`src/hds_pkg.sv`:
```
// shared types, constants and the coupling weight lookup for the diffusion stencil unit
// no dependencies; used by every other file of the block
package hds_pkg;

  localparam int VOLT_W = 16;
  localparam int KIND_W = 2;
  localparam int COEF_W = 16;
  localparam int SITE_BITS = VOLT_W + KIND_W;
  localparam int ROW_BITS = 2 * SITE_BITS;
  localparam int CFG_DATA_W = 16;
  localparam int CFG_INDEX_W = 3;
  localparam int DIFF_W = VOLT_W + 1;
  localparam int TERM_W = DIFF_W + COEF_W;
  localparam int SUM_W = TERM_W + 2;
  localparam int PROD_W = SUM_W + COEF_W;
  localparam int DELTA_W = PROD_W + 1 - 32;
  localparam int RES_W = DELTA_W + 1;

  localparam logic [KIND_W-1:0] KIND_PASSIVE = 2'd0;
  localparam logic [KIND_W-1:0] KIND_EXCITABLE = 2'd1;
  localparam logic [KIND_W-1:0] KIND_OSCILLATORY = 2'd2;

  localparam logic [CFG_INDEX_W-1:0] REG_COEF_LIKE_EXC = 3'd0;
  localparam logic [CFG_INDEX_W-1:0] REG_COEF_EXC_OTHER = 3'd1;
  localparam logic [CFG_INDEX_W-1:0] REG_COEF_LIKE_OSC = 3'd2;
  localparam logic [CFG_INDEX_W-1:0] REG_COEF_OSC_OTHER = 3'd3;
  localparam logic [CFG_INDEX_W-1:0] REG_STEP_GAIN = 3'd4;
  localparam logic [CFG_INDEX_W-1:0] REG_GRID_WIDTH = 3'd5;
  localparam logic [CFG_INDEX_W-1:0] REG_GRID_HEIGHT = 3'd6;

  localparam logic [COEF_W-1:0] RST_COEF_LIKE_EXC = 16'd32768;
  localparam logic [COEF_W-1:0] RST_COEF_EXC_OTHER = 16'd0;
  localparam logic [COEF_W-1:0] RST_COEF_LIKE_OSC = 16'd0;
  localparam logic [COEF_W-1:0] RST_COEF_OSC_OTHER = 16'd0;
  localparam logic [COEF_W-1:0] RST_STEP_GAIN = 16'd6554;
  localparam logic [10:0] RST_GRID_WIDTH = 11'd602;
  localparam logic [15:0] RST_GRID_HEIGHT = 16'd602;

  typedef struct packed {
    logic [COEF_W-1:0] coef_like_excitable;
    logic [COEF_W-1:0] coef_excitable_to_other;
    logic [COEF_W-1:0] coef_like_oscillatory;
    logic [COEF_W-1:0] coef_oscillatory_to_other;
    logic [COEF_W-1:0] step_gain;
    logic [10:0] grid_width;
    logic [15:0] grid_height;
  } cfg_t;

  // centre plus its four neighbours, ready for the arithmetic
  typedef struct packed {
    logic valid;
    logic last;
    logic [VOLT_W-1:0] v_c;
    logic [KIND_W-1:0] k_c;
    logic [3:0][VOLT_W-1:0] v_nb;
    logic [3:0][KIND_W-1:0] k_nb;
  } win_t;

  function automatic logic [COEF_W-1:0] weight_of(input logic [KIND_W-1:0] ck,
                                                  input logic [KIND_W-1:0] nk,
                                                  input cfg_t cfg);
    logic [COEF_W-1:0] w;
    w = '0;
    case (ck)
      KIND_EXCITABLE: begin
        w = (nk == KIND_EXCITABLE) ? cfg.coef_like_excitable : cfg.coef_excitable_to_other;
      end
      KIND_OSCILLATORY: begin
        w = (nk == KIND_OSCILLATORY) ? cfg.coef_like_oscillatory
                                     : cfg.coef_oscillatory_to_other;
      end
      default: w = '0;
    endcase
    return w;
  endfunction

endpackage

```
`src/hds_cfg.sv`:
```
// configuration register file, written through a plain index/data port
// depends on hds_pkg
module hds_cfg (
  input  logic clk,
  input  logic rst,
  input  logic cfg_we,
  input  logic [hds_pkg::CFG_INDEX_W-1:0] cfg_index,
  input  logic [hds_pkg::CFG_DATA_W-1:0] cfg_data,
  output hds_pkg::cfg_t cfg
);

  always_ff @(posedge clk) begin
    if (rst) begin
      cfg.coef_like_excitable <= hds_pkg::RST_COEF_LIKE_EXC;
      cfg.coef_excitable_to_other <= hds_pkg::RST_COEF_EXC_OTHER;
      cfg.coef_like_oscillatory <= hds_pkg::RST_COEF_LIKE_OSC;
      cfg.coef_oscillatory_to_other <= hds_pkg::RST_COEF_OSC_OTHER;
      cfg.step_gain <= hds_pkg::RST_STEP_GAIN;
      cfg.grid_width <= hds_pkg::RST_GRID_WIDTH;
      cfg.grid_height <= hds_pkg::RST_GRID_HEIGHT;
    end else if (cfg_we) begin
      unique case (cfg_index)
        hds_pkg::REG_COEF_LIKE_EXC: cfg.coef_like_excitable <= cfg_data;
        hds_pkg::REG_COEF_EXC_OTHER: cfg.coef_excitable_to_other <= cfg_data;
        hds_pkg::REG_COEF_LIKE_OSC: cfg.coef_like_oscillatory <= cfg_data;
        hds_pkg::REG_COEF_OSC_OTHER: cfg.coef_oscillatory_to_other <= cfg_data;
        hds_pkg::REG_STEP_GAIN: cfg.step_gain <= cfg_data;
        hds_pkg::REG_GRID_WIDTH: cfg.grid_width <= cfg_data[10:0];
        hds_pkg::REG_GRID_HEIGHT: cfg.grid_height <= cfg_data;
        default: ;
      endcase
    end
  end

endmodule

```
`config.mk`:
```
export PLATFORM = sky130hd
export DESIGN_NAME = hds_cfg
export DESIGN_NICKNAME = d
export VERILOG_FILES = /design/src/hds_pkg.sv /design/src/hds_cfg.sv
export SDC_FILE = /design/constraint.sdc
export NUM_CORES = 1
export LEC_CHECK = 0
export BUFFER_PORTS_ARGS = -buffer_cell sky130_fd_sc_hd__buf_2
export CORE_MARGIN = 2
export CORE_UTILIZATION = 51
export CTS_CLUSTER_SIZE = 8
export DETAILED_ROUTE_END_ITERATION = 7
export PLACE_DENSITY = 0.79
export SYNTH_ARGS = -nofsm -noshare
export SYNTH_HDL_FRONTEND = slang
export SYNTH_SLANG_ARGS = --single-unit
```
`constraint.sdc`:
```
create_clock -name clk -period 1.9 [get_ports clk]
set_clock_uncertainty 0.2 [all_clocks]
set_input_delay 0.19 -clock clk [delete_from_list [all_inputs] [get_ports clk]]
set_output_delay 0.19 -clock clk [all_outputs]
set_load 0.02 [all_outputs]
```
; Word level (Yosys, flattened, before mapping)
; Cells that the tools add are included.
[op_classes]
reduce_logical = 8
eq_ne = 6
[ops]
columns = op, count
row1 = 2-bit AND reduction, 7
row2 = 3-bit equality test (second input constant), 3
row3 = 3-bit by 2-bit equality test with 1-bit output (second input constant), 2
row4 = 3-bit by 1-bit equality test with 1-bit output (second input constant), 1
row5 = 3-bit logical NOT, 1
[word_totals]
reg_bits = 107
wordCells = 21

; Longest topological paths before layout
; Gate-level depths: netlist of the first run.
[depth]
depth_word = 2
mapped_depth = 5

; Worst setup path after synthesis of the first run
; Ideal clock, no wire load.
[synth_timing]
kind = in2reg
startpoint = input port cfg_index[0] (netlist bit)
endpoint = register cfg[101] (netlist bit)
stages = 4
t_required_ns = 1.575
n_path_buf = 2
arrival_time_ns = 1.108
setup_slack_ns = 0.467
path_cell_list = or4b_1 buf_6 buf_12 mux2i_1
[synth_via]
elab_chain_len = 2
[synth_rtl]
columns = element, line_no
row1 = "start, declared", hds_cfg.sv:7  ; input logic [hds_pkg::CFG_INDEX_W-1:0] cfg_index,
row2 = 3-bit logical NOT, hds_cfg.sv:22  ; unique case (cfg_index)
row3 = 2-bit AND reduction (no line), n/a
row4 = "end, declared", hds_cfg.sv:9  ; output hds_pkg::cfg_t cfg
; Every way passes these cells.
; A chain may end at the register's enable or synchronous reset.

; Final worst setup path of the first run
[layout_timing]
startpoint = register cfg[89] (netlist bit)
endpoint = output port cfg[89] (netlist bit)
; No word-level cell between the ends.

==> impl_summary.log, run 1 <==
[metrics] sequential share of the synthesized area: 50.9%
[metrics] number of cells on the worst hold path: 3
[metrics] post-synthesis cell type count: 14
[metrics] Worst R2R Start: cfg[92]
[metrics] Synth Cell Area: 4210 um^2
[metrics] initial core utilization: 52.0%
[metrics] Final Hold Viols: 0
[metrics] GR Overflow Total: 0
[metrics] top register by number of flip-flops: cfg
[metrics] top-level I/O count: 129
[metrics] Post CTS Setup Buffer Count: 0
[metrics] status: complete, no violations
[metrics] placer's final routability congestion estimate: 0.789
[metrics] total number of yosys warnings: 0
[metrics] die height: 94.9 um
[metrics] post-detailed-placement cell area: 4920 um^2
[metrics] number of antenna violations at the first check in global routing: 1
[metrics] Post-Route Hold Slack: 54.3 ps
[metrics] biggest fanout along the worst timing path: 2
[metrics] cell at the root of the clock tree: clkbuf_8
[metrics] clock buffer count from CTS: 9
[metrics] count of inserted antenna diode cells: 0
[metrics] CP required: ~1500 ps
[metrics] # clock sinks: 107
[metrics] post-route ant nets: 0
[metrics] global-route wire length before repair: 15600 um
[metrics] number of flip-flops under the largest register name: 107
[metrics] worst path arrival time: 900 ps
[metrics] floorplan die area: 9000 um^2
[metrics] cell area power density: 815 nW/um^2
[metrics] terminating pin of the worst hold path: cfg[106]
[metrics] Routed wire per std cell: 15.9 um
[metrics] largest voltage drop on the vdd net: between 0.0004 and 0.0005 V
[metrics] setup violators final: 0
[metrics] total length of routed wires: 9930 um
[metrics] minimum clock period: 1290 ps
[metrics] insertion delay of the later-clocked pin in the worst-skew pair: 360 ps
[metrics] type of the setup path with the least slack: reg2out
[metrics] cell-by-cell trace of the critical path: buf_2
[metrics] gate count after technology mapping: 383
[metrics] overall fraction of global-route tracks in use: 22.7%
[metrics] instance count after placement with tap cells included: 600
[metrics] largest net degree at the start of global routing: 63
[metrics] max-capacitance violation count: 0
[metrics] Total Neg Setup Slack: 0 ps
[metrics] DRT iter0 DRCs: 116
[metrics] buffer and inverter count on the worst path: 1
[metrics] number of nets produced by synthesis: 405
[metrics] clock slew at reported path FFs: 100 ps
[metrics] Core Footprint: 8090 um^2
[metrics] share of the clock period used by the worst path: 67.8%
[metrics] flip-flop and latch count after synthesis: about 110
[metrics] number of rows in the core area: 33
[metrics] CP max stage delay: 370 ps
[metrics] total power of the final layout: 4.29 mW
[metrics] kind of capture point of the worst setup path: primary output
[metrics] post-layout utilization of the core: approximately two thirds
[metrics] via count: 3140
[metrics] area growth from synthesis to layout: 25.0%
[metrics] vias in the first global route: 3091
[metrics] destination of the worst register-to-register timing path: cfg[92]
[metrics] P_leak: 2.74 nW
[metrics] Final Slew Violations: 0
[metrics] Pre-antenna DRT Iters: 4
[metrics] average footprint of a synthesized cell: 11.0 um^2
[metrics] drt via density: 5.02
[metrics] cell family with most CP delay: flip-flops
[metrics] Hold Path Class: in2reg
[metrics] post-route insts no fill: between 600 and 700
[metrics] worst slew pin tran: 633 ps
[metrics] setup repair after global routing missed its margin: no
[metrics] final worst setup slack: a little over 600 ps
[metrics] summed area of non-filler cells in the final layout: roughly 5300 um^2
[metrics] sort of element at the start of the critical path: flip-flop
[metrics] maximum clock path buffer count: 2
[metrics] clock tree from TritonCTS: yes
[metrics] layout cell share with drive strength beyond 1: 29.9%
[metrics] worst setup slack for register-to-register paths: between 1000 and 1500 ps
[metrics] worst setup slack after placement: 304 ps
[metrics] registers with the most flip-flops: cfg: 107 flops
[metrics] total of buffers placed on input and output ports: around 130
[metrics] post-CTS sizing: 0
[metrics] Max stage delay cell, worst path: dfxtp_1
[metrics] critical hold path startpoint: cfg_index[2]
[metrics] total number of H-tree levels: 3
[metrics] residual DRC count: 0
[metrics] worst relative slew slack: 57.2%
[metrics] cell depth of the worst flop-to-flop path: 2
[metrics] final net count: 538
[metrics] Fmax achieved: 776 MHz
[metrics] die extent in x: approximately 95 um
[metrics] DPL Wire Length: ~7000 um
## report_power, final
part / leakage (nW) / internal [mW] / switching, mW
registers: 0.867 / 2.29 / 0.0259
logic: 1.75 / 0.163 / 0.225
clock network: 0.120 / 0.855 / 0.733
total: 2.74 / 3.31 / 0.983
## cell usage after synthesis
library cell  instances  share of area, %
buf_6                 1              0.27
nand4b_1              3              0.62
nand2b_1            105                16
buf_12                1              0.48
nor4b_1               1              0.21
buf_4                 1              0.18
or4b_1                1              0.24
and4bb_2              2              0.59
mux2i_1             107                25
nand4bb_1             2              0.53
clkbuf_1             12               1.1
nor2_1               28               2.5
buf_2                12               1.4
dfxtp_1             107                51
## what timing repair did
action | in CTS | in global routing
setup endpoints to repair | 0 | 0
hold buffers | 10 | 0
endpoints found under the hold margin | 18 | 0
## how the worst max path moves through the flow
stage,cells past startpoint,endpoint,slack [ps],start
3_5_place_dp,4,cfg[101],300,cfg_index[0]
5_1_grt,1,cfg[83],540,cfg[83]
3_3_place_gp,4,cfg[103],350,cfg_index[0]
4_1_cts,1,cfg[89],600,cfg[89]
2_1_floorplan,4,cfg[101],470,cfg_index[0]
6_report,1,cfg[89],610,cfg[89]
## layout by cell type, fill, tap and decap left out
master | synthesis | final
and4bb_2 | 2 | 2
buf_2 | 12 | 127
buf_4 | 1 | 12
bufinv_16 | 0 | 2
clkbuf_1 | 12 | 1
clkbuf_8 | 0 | 12
clkinv_4 | 0 | 1
dfxtp_1 | 107 | 107
dlygate4sd3_1 | 0 | 10
mux2i_1 | 107 | 107
nand2b_1 | 105 | 105
nand4b_1 | 3 | 3
nand4bb_1 | 2 | 2
nor2_1 | 28 | 28
nor4b_1 | 1 | 1
or4b_1 | 1 | 1
## logic make-up after synthesis
| kind of cell | synth area share, % |
|---|---|
| mux | 25.4 |
| simple gates | 20.3 |
| buf+inv | 3.42 |
| flops | 50.9 |
## area by class of cell
type                            instances  area, um^2
Clock buffer                           13         169
Tap cell                              105         131
Clock inverter                          3        68.8
Sequential cell                       107        2140
Fill cell                             669        2830
Multi-Input combinational cell        249        1930
Timing Repair Buffer                  149         826
## layer usage
| metal | global-route usage (%) | wire, um | vias to the layer above |
|---|---|---|---|
| met4 | 7.85 | 121 | 2 |
| met2 | 37.1 | 4720 | 95 |
| met3 | 4.63 | 579 | 12 |
| li1 | - | - | 1529 |
| met1 | 29.7 | 4490 | 1502 |
| met5 | 0 | 13 | - |
Note: power is estimated with default switching activity, not from simulation.
==> run 2: changes to the inputs <==
--- a/config.mk
+++ b/config.mk
@@ -5,6 +5,7 @@
 export SDC_FILE = /design/constraint.sdc
 export NUM_CORES = 1
 export LEC_CHECK = 0
+export ABC_AREA = 1
 export BUFFER_PORTS_ARGS = -buffer_cell sky130_fd_sc_hd__buf_2
 export CORE_MARGIN = 2
 export CORE_UTILIZATION = 51
==> constraint.sdc (replaced) <==
create_clock -name clk -period 1.25 [get_ports clk]
set_clock_uncertainty 0.2 [all_clocks]
set_input_delay 0.125 -clock clk [delete_from_list [all_inputs] [get_ports clk]]
set_output_delay 0.125 -clock clk [all_outputs]
set_load 0.02 [all_outputs]
==> impl_summary.log, run 2 <==
[metrics] ys async rst share: 0% (unchanged)
[metrics] die extent in x: 95.2 um (+0.34%)
[metrics] setup repair after global routing missed its margin: yes
[metrics] cell depth of the worst flop-to-flop path: 2 (unchanged)
[metrics] clock buffer count from CTS: 9 (unchanged)
[metrics] worst setup slack for register-to-register paths: 410 ps (-620 ps)
[metrics] count of flip-flops with a built-in enable after synthesis: 0 (unchanged)
[metrics] setup violators final: 0 (unchanged)
[metrics] Pre-antenna DRT Iters: 6 (+2)
[metrics] top library cells by usage in the layout, fill and taps aside: 178 x nor2_1, 133 x nand2_1, 106 x nand3_1, 99 x dfxtp_1, 96 x buf_2
[metrics] cell at the root of the clock tree: clkbuf_8
[metrics] sequential share of the synthesized area: 50.5% (-0.36 points)
[metrics] die height: 95.2 um (+0.34%)
[metrics] drt via density: 5.15 (+2.7%)
[metrics] biggest fanout along the worst timing path: 6 (+4)
[metrics] residual DRC count: 0 (unchanged)
[metrics] number of flip-flops under the largest register name: 107 (unchanged)
[metrics] total number of yosys warnings: 0 (unchanged)
[metrics] placer's final routability congestion estimate: 0.876 (+11%)
[metrics] Core Footprint: 8130 um^2 (+0.51%)
[metrics] P_leak: 2.68 nW (-2.0%)
[metrics] Routed wire per std cell: 14.7 um (-7.3%)
[metrics] maximum clock path buffer count: 2 (unchanged)
[metrics] cell area power density: 1290 nW/um^2 (+58%)
[metrics] largest net degree at the start of global routing: 71 (+13%)
[metrics] status: complete, no violations
[metrics] critical hold path startpoint: rst
[metrics] terminating pin of the worst hold path: cfg[32]
[metrics] worst relative slew slack: 72.0% (+15 points)
[metrics] max-capacitance violation count: 0 (unchanged)
[metrics] clock tree from TritonCTS: yes
[metrics] total power of the final layout: 7.13 mW (+66%)
[metrics] commonest non-fill, non-tap cell in the layout: nor2_1
[metrics] Final Slew Violations: 0 (unchanged)
[metrics] gate count after technology mapping: 595 (+55%)
[metrics] worst path arrival time: 1340 ps (+440 ps)
[metrics] total number of H-tree levels: 3 (unchanged)
[metrics] insertion delay of the later-clocked pin in the worst-skew pair: 370 ps (about the same)
[metrics] number of nets produced by synthesis: 617 (+52%)
[metrics] post-synthesis cell type count: 14 (unchanged)
[metrics] number of rows in the core area: 33 (unchanged)
[metrics] kind of capture point of the worst setup path: flip-flop
[metrics] count of inserted antenna diode cells: 0 (unchanged)
[metrics] top-level I/O count: 129 (unchanged)
[metrics] layout cell share with drive strength beyond 1: 25.8% (-4.2 points)
[metrics] total length of routed wires: 12300 um (+24%)
[metrics] Fmax achieved: 810 MHz
[metrics] Post CTS Setup Buffer Count: 0 (unchanged)
[metrics] post-route insts no fill: 838 (+34%)
[metrics] sort of element at the start of the critical path: input port
[metrics] vias in the first global route: 3677 (+19%)
[metrics] initial core utilization: 52.1% (+0.11 points)
[metrics] main area contributors after synthesis: dfxtp_1 51%, nor2_1 16%, nand3_1 13%, nand2_1 12%, nor2_4 1.9%
[metrics] most frequently used cell type in the post-synthesis netlist: nor2_1
[metrics] floorplan die area: 9060 um^2 (+0.68%)
[metrics] type of the setup path with the least slack: in2reg
[metrics] list of most frequent post-synthesis cells: 179 x nor2_1, 133 x nand2_1, 107 x dfxtp_1, 107 x nand3_1, 19 x inv_1
[metrics] registers with the most flip-flops: cfg: 107 flops
[metrics] worst slew pin tran: 420 ps (-212 ps)
[metrics] total of buffers placed on input and output ports: 128 (unchanged)
[metrics] number of antenna violations at the first check in global routing: 0 (-1)
[metrics] destination of the worst register-to-register timing path: cfg[23]
[metrics] Hold Path Class: in2reg
[metrics] DPL Wire Length: 8180 um (+17%)
[metrics] top register by number of flip-flops: cfg
[metrics] # clock sinks: 107 (unchanged)
[metrics] area growth from synthesis to layout: 30.3%
[metrics] average footprint of a synthesized cell: 7.13 um^2 (-35%)
[metrics] post-route ant nets: 0 (unchanged)
[metrics] final net count: 750 (+39%)
[metrics] Synth Cell Area: 4240 um^2 (+0.71%)
[metrics] GR Overflow Total: 0 (unchanged)
[metrics] library cell occupying the most area in the post-synthesis netlist: dfxtp_1
[metrics] number of cells on the worst hold path: 5 (+2)
[metrics] largest voltage drop on the vdd net: 0.000699 V (+66%)
[metrics] via count: 4315 (+37%)
[metrics] DRT iter0 DRCs: 287 (+150%)
[metrics] flip-flop and latch count after synthesis: 107 (unchanged)
[metrics] top cell type's share of synthesized area: 50.5% (-0.36 points)
[metrics] filler instances: 661 (-1.2%)
[metrics] overall fraction of global-route tracks in use: 26.5% (+3.8 points)
[metrics] commonest register cell after synthesis: dfxtp_1
[metrics] CP required: 1350 ps (-160 ps)
[metrics] Worst R2R Start: cfg[23]
[metrics] minimum clock period: 1230 ps
[metrics] share of the clock period used by the worst path: 98.8%
[metrics] instance count after placement with tap cells included: 811 (+35%)
[metrics] Final Hold Viols: 0 (unchanged)
[metrics] global-route wire length before repair: 18300 um (+18%)
[metrics] clock slew at reported path FFs: 100 ps (about the same)
run 2: changes by cell type after synthesis, moves of 4 or more:
cell / delta
nand2_1: +133
nor2_1: +151
inv_1: +19
nand3_1: +107
buf_1: +6
nand2b_1: -105
inv_2: +4
mux2i_1: -107
clkbuf_1: -8
nor2_4: +7
buf_4: +7
run 2: how the worst max path moves through the flow:
| stage | from | end | slack, ps | cells past startpoint |
|---|---|---|---|---|
| after detailed placement | cfg_index[0] | cfg[105] | -110 | 6 |
| after global placement | cfg_index[0] | cfg[6] | -30 | 6 |
| after floorplan | rst | cfg[20] | 170 | 4 |
| after global routing | cfg[102] | cfg[102] | -0.5 | 1 |
| after CTS | cfg[31] | cfg[31] | 3 | 1 |
| final | cfg_data[7] | cfg[23] | 20 | 6 |
run 2: final cells by class:
class / count / area (um^2) / area share [%]
Clock buffer: 10 / 138 / 2.49
Clock inverter: 6 / 113 / 2.04
Inverter: 23 / 90.1 / 1.63
Multi-Input combinational cell: 431 / 1830 / 33.1
Sequential cell: 107 / 2150 / 38.9
Tap cell: 105 / 131 / 2.38
Timing Repair Buffer: 156 / 1070 / 19.4
run 2: where the power goes:
group / switching (mW) / internal (mW) / total [mW]
Sequential: 0.0691 / 3.53 / 3.60
Combinational: 0.643 / 0.348 / 0.991
Clock: 1.16 / 1.38 / 2.54
Total: 1.87 / 5.26 / 7.13
run 2: cell families after synthesis:
logic type,count (synthesis),synth area share [%]
DFF,107,50.5
buffers and inverters,57,6.67
and+or+nand+nor,431,42.8
run 2: worst max-delay path, stage by stage:
cell           delay, ps
dlygate4sd3_1        520
buf_2                140
clkinvlp_4           230
nand3_2              140
nand2_1               80
nor2_2               110
run 2: through the flow:
stage / hold slack, ps / setup TNS (ps) / area (um^2) / util (%) / setup WS [ps]
6_report: 18.9 / 0 / 5530 / 67.9 / 15.6
5_1_grt: 41.9 / -0.530 / 5530 / 67.9 / -0.456
4_1_cts: 10.9 / 0 / 5410 / 66.5 / 3.00
3_5_place_dp: 141 / -3020 / 5050 / 62.1 / -106
3_3_place_gp: 138 / -321 / 5050 / 62.1 / -28.9
2_1_floorplan: 38.2 / 0 / 4240 / - / 171
run 2: what timing repair did:
action                                  in CTS  in global routing
hold endpoints to repair                    22                  0
resized for setup                            0                 44
endpoints found under the setup margin       0                 41
hold buffers                                11                  0
run 2: per-layer routing:
metal	routed length, um	up-vias	track usage [%]
li1	-	2116	-
met5	0	-	0
met4	189	0	7.97
met2	5880	205	42.4
met3	1150	17	6.72
met1	5110	1977	35.2
==> run 3: changes to the inputs <==
--- a/config.mk
+++ b/config.mk
@@ -9,6 +9,7 @@
 export BUFFER_PORTS_ARGS = -buffer_cell sky130_fd_sc_hd__buf_2
 export CORE_MARGIN = 2
 export CORE_UTILIZATION = 51
+export CTS_CLUSTER_DIAMETER = 80
 export CTS_CLUSTER_SIZE = 8
 export DETAILED_ROUTE_END_ITERATION = 7
 export PLACE_DENSITY = 0.79
==> constraint.sdc (replaced) <==
create_clock -name clk -period 1.25 [get_ports clk]
set_clock_uncertainty 0.2 [all_clocks]
set_input_delay 0.25 -clock clk [delete_from_list [all_inputs] [get_ports clk]]
set_output_delay 0.25 -clock clk [all_outputs]
set_load 0.02 [all_outputs]
==> impl_summary.log, run 3 (synthesis gave the netlist of run 2 again) <==
[metrics] cell area power density: 1150 nW/um^2 (-11%)
[metrics] Core Footprint: 8130 um^2 (unchanged)
[metrics] floorplan die area: 9060 um^2 (unchanged)
[metrics] Routed wire per std cell: 15.5 um (+5.7%)
[metrics] GRT met3 Usage: 6.01% (-0.71 points)
[metrics] Max stage delay cell, worst path: dfxtp_2
[metrics] met2 Use GR: 51.2% (+8.8 points)
[metrics] critical hold path startpoint: cfg_index[0]
[metrics] setup repair after global routing missed its margin: yes
[metrics] registers with the most flip-flops: cfg: 107 flops
[metrics] count of inserted antenna diode cells: 0 (unchanged)
[metrics] commonest non-fill, non-tap cell in the layout: nor2_1
[metrics] DPL Wire Length: 8370 um (+2.3%)
[metrics] violated checks: setup timing
[metrics] DRT iter0 DRCs: 350 (+22%)
[metrics] most used routing layer in global routing: met2
[metrics] overall fraction of global-route tracks in use: 30.1% (+3.6 points)
[metrics] summed area of non-filler cells in the final layout: 6410 um^2 (+16%)
[metrics] layout cell share with drive strength beyond 1: 40.9% (+15 points)
[metrics] top register by number of flip-flops: cfg
[metrics] kind of capture point of the worst setup path: primary output
[metrics] terminating pin of the worst hold path: cfg[10]
[metrics] P_leak: 2.95 nW (+9.8%)
[metrics] post-layout utilization of the core: 78.8% (+11 points)
[metrics] total of buffers placed on input and output ports: 128 (unchanged)
[metrics] met1 usage in global routing: 37.1% (+1.9 points)
[metrics] Final Slew Violations: 0 (unchanged)
[metrics] placer's final routability congestion estimate: 0.910 (+3.9%)
[metrics] largest voltage drop on the vdd net: 0.000766 V (+9.7%)
[metrics] buffer and inverter count on the worst path: 1 (-2)
[metrics] number of rows in the core area: 33 (unchanged)
[metrics] Hold Path Class: in2reg
[metrics] vias in the first global route: 4265 (+16%)
[metrics] maximum clock path buffer count: 2 (unchanged)
[metrics] via count: 4504 (+4.4%)
[metrics] biggest fanout along the worst timing path: 2 (-4)
[metrics] status: complete, but fails checks
[metrics] clock tree from TritonCTS: yes
[metrics] insertion delay of the later-clocked pin in the worst-skew pair: 370 ps (about the same)
[metrics] sort of element at the start of the critical path: flip-flop
[metrics] Worst R2R Start: cfg[15]
[metrics] Post-Route Hold Slack: 149 ps (+130 ps)
[metrics] number of cells on the worst hold path: 5 (unchanged)
[metrics] GR Overflow Total: 0 (unchanged)
[metrics] Final Hold Viols: 0 (unchanged)
[metrics] cell depth of the worst flop-to-flop path: 3 (+1)
[metrics] worst relative slew slack: 73.1% (+1.1 points)
[metrics] total length of routed wires: 13400 um (+8.5%)
[metrics] Total Neg Setup Slack: -3520 ps (-3520 ps)
[metrics] worst setup slack for register-to-register paths: 280 ps (-130 ps)
[metrics] die extent in x: 95.2 um (unchanged)
[metrics] drt via density: 5.24 (+1.7%)
[metrics] cell family with most CP delay: flip-flops
[metrics] clock slew at reported path FFs: 100 ps (about the same)
[metrics] post-route ant nets: 0 (unchanged)
[metrics] post-route insts no fill: 860 (+2.6%)
[metrics] residual DRC count: 0 (unchanged)
[metrics] Pre-antenna DRT Iters: 5 (-1)
[metrics] top-level I/O count: 129 (unchanged)
[metrics] setup violators final: 107 (+107)
[metrics] type of the setup path with the least slack: reg2out
[metrics] instance count after placement with tap cells included: 821 (+1.2%)
[metrics] number of antenna violations at the first check in global routing: 0 (unchanged)
[metrics] destination of the worst register-to-register timing path: cfg[15]
[metrics] largest net degree at the start of global routing: 57 (-20%)
[metrics] top library cells by usage in the layout, fill and taps aside: 179 x nor2_1, 133 x nand2_1, 107 x nand3_1, 107 x dfxtp_2, 107 x buf_6
[metrics] number of flip-flops under the largest register name: 107 (unchanged)
[metrics] cell-by-cell trace of the critical path: buf_6
[metrics] filler instances: 549 (-17%)
[metrics] CP required: 800 ps (-550 ps)
[metrics] cell at the root of the clock tree: clkbuf_8
[metrics] Fmax achieved: 763 MHz (-5.9%)
[metrics] area growth from synthesis to layout: 51.1%
[metrics] total number of H-tree levels: 3 (unchanged)
[metrics] post-detailed-placement cell area: 5160 um^2 (+2.2%)
[metrics] die height: 95.2 um (unchanged)
[metrics] # clock sinks: 107 (unchanged)
[metrics] share of the clock period used by the worst path: 105% (+6.1 points)
[metrics] max-capacitance violation count: 0 (unchanged)
[metrics] worst slew pin tran: 403 ps (-17.4 ps)
[metrics] initial core utilization: 52.1% (unchanged)
[metrics] global-route wire length before repair: 20800 um (+14%)
[metrics] worst path arrival time: 860 ps (-480 ps)
[metrics] CP max stage delay: 370 ps (-150 ps)
[metrics] minimum clock period: 1310 ps (+76.7 ps)
[metrics] clock buffer count from CTS: 9 (unchanged)
[metrics] final net count: 772 (+2.9%)
[metrics] final worst setup slack: -61.2 ps (-76.7 ps)
-- run 3: changes by cell type in the layout (fill, tap and decap cells not counted), sizes merged --
cell,delta
buf,+23
clkbuf,+1
clkinvlp,-3
inv,+1
-- run 3: where the power goes --
group,internal [mW],total [mW],switching [mW]
Combinational,0.510,1.17,0.664
Clock,1.39,2.54,1.15
Sequential,3.55,3.64,0.0947
Total,5.45,7.35,1.91
-- run 3: worst max path at each step --
stage / cells past startpoint / slack, ps / from / to
4_1_cts: 1 / -50 / cfg[77] / cfg[77]
2_1_floorplan: 4 / 50 / rst / cfg[20]
3_3_place_gp: 7 / -180 / cfg_index[0] / cfg[18]
5_1_grt: 1 / -80 / cfg[76] / cfg[76]
6_report: 1 / -60 / cfg[19] / cfg[19]
3_5_place_dp: 6 / -240 / cfg_index[2] / cfg[99]
-- run 3: routing by layer --
metal  vias up  wire (um)
met4         0        380
met1      2074       5270
met3        33       1180
met5         -          0
li1       2162          -
met2       235       6530
-- run 3: layout make-up --
| cell class | count | area, um^2 | area share [%] |
|---|---|---|---|
| well taps | 105 | 131 | 2.05 |
| repair buffers | 178 | 1850 | 28.8 |
| multi-input cells | 431 | 1820 | 28.4 |
| flip-flops and latches | 107 | 2280 | 35.5 |
| clock inverters | 4 | 97.6 | 1.52 |
| inverters | 23 | 88.8 | 1.39 |
| clock buffers | 12 | 145 | 2.26 |
-- run 3: repair_timing --
item,4_1_cts,5_1_grt
setup buffers,4,9
endpoints found under the setup margin,107,122
hold buffers,10,0
gates resized for setup,321,5
cloned,0,0
endpoints found under the hold margin,18,0
-- run 3: through the flow --
step	power [mW]	worst slack [ps]
3_3_place_gp	4.61	-177
2_1_floorplan	4.25	45.9
5_1_grt	7.61	-80.2
6_report	7.35	-61.2
3_5_place_dp	4.63	-240
4_1_cts	7.29	-54.0
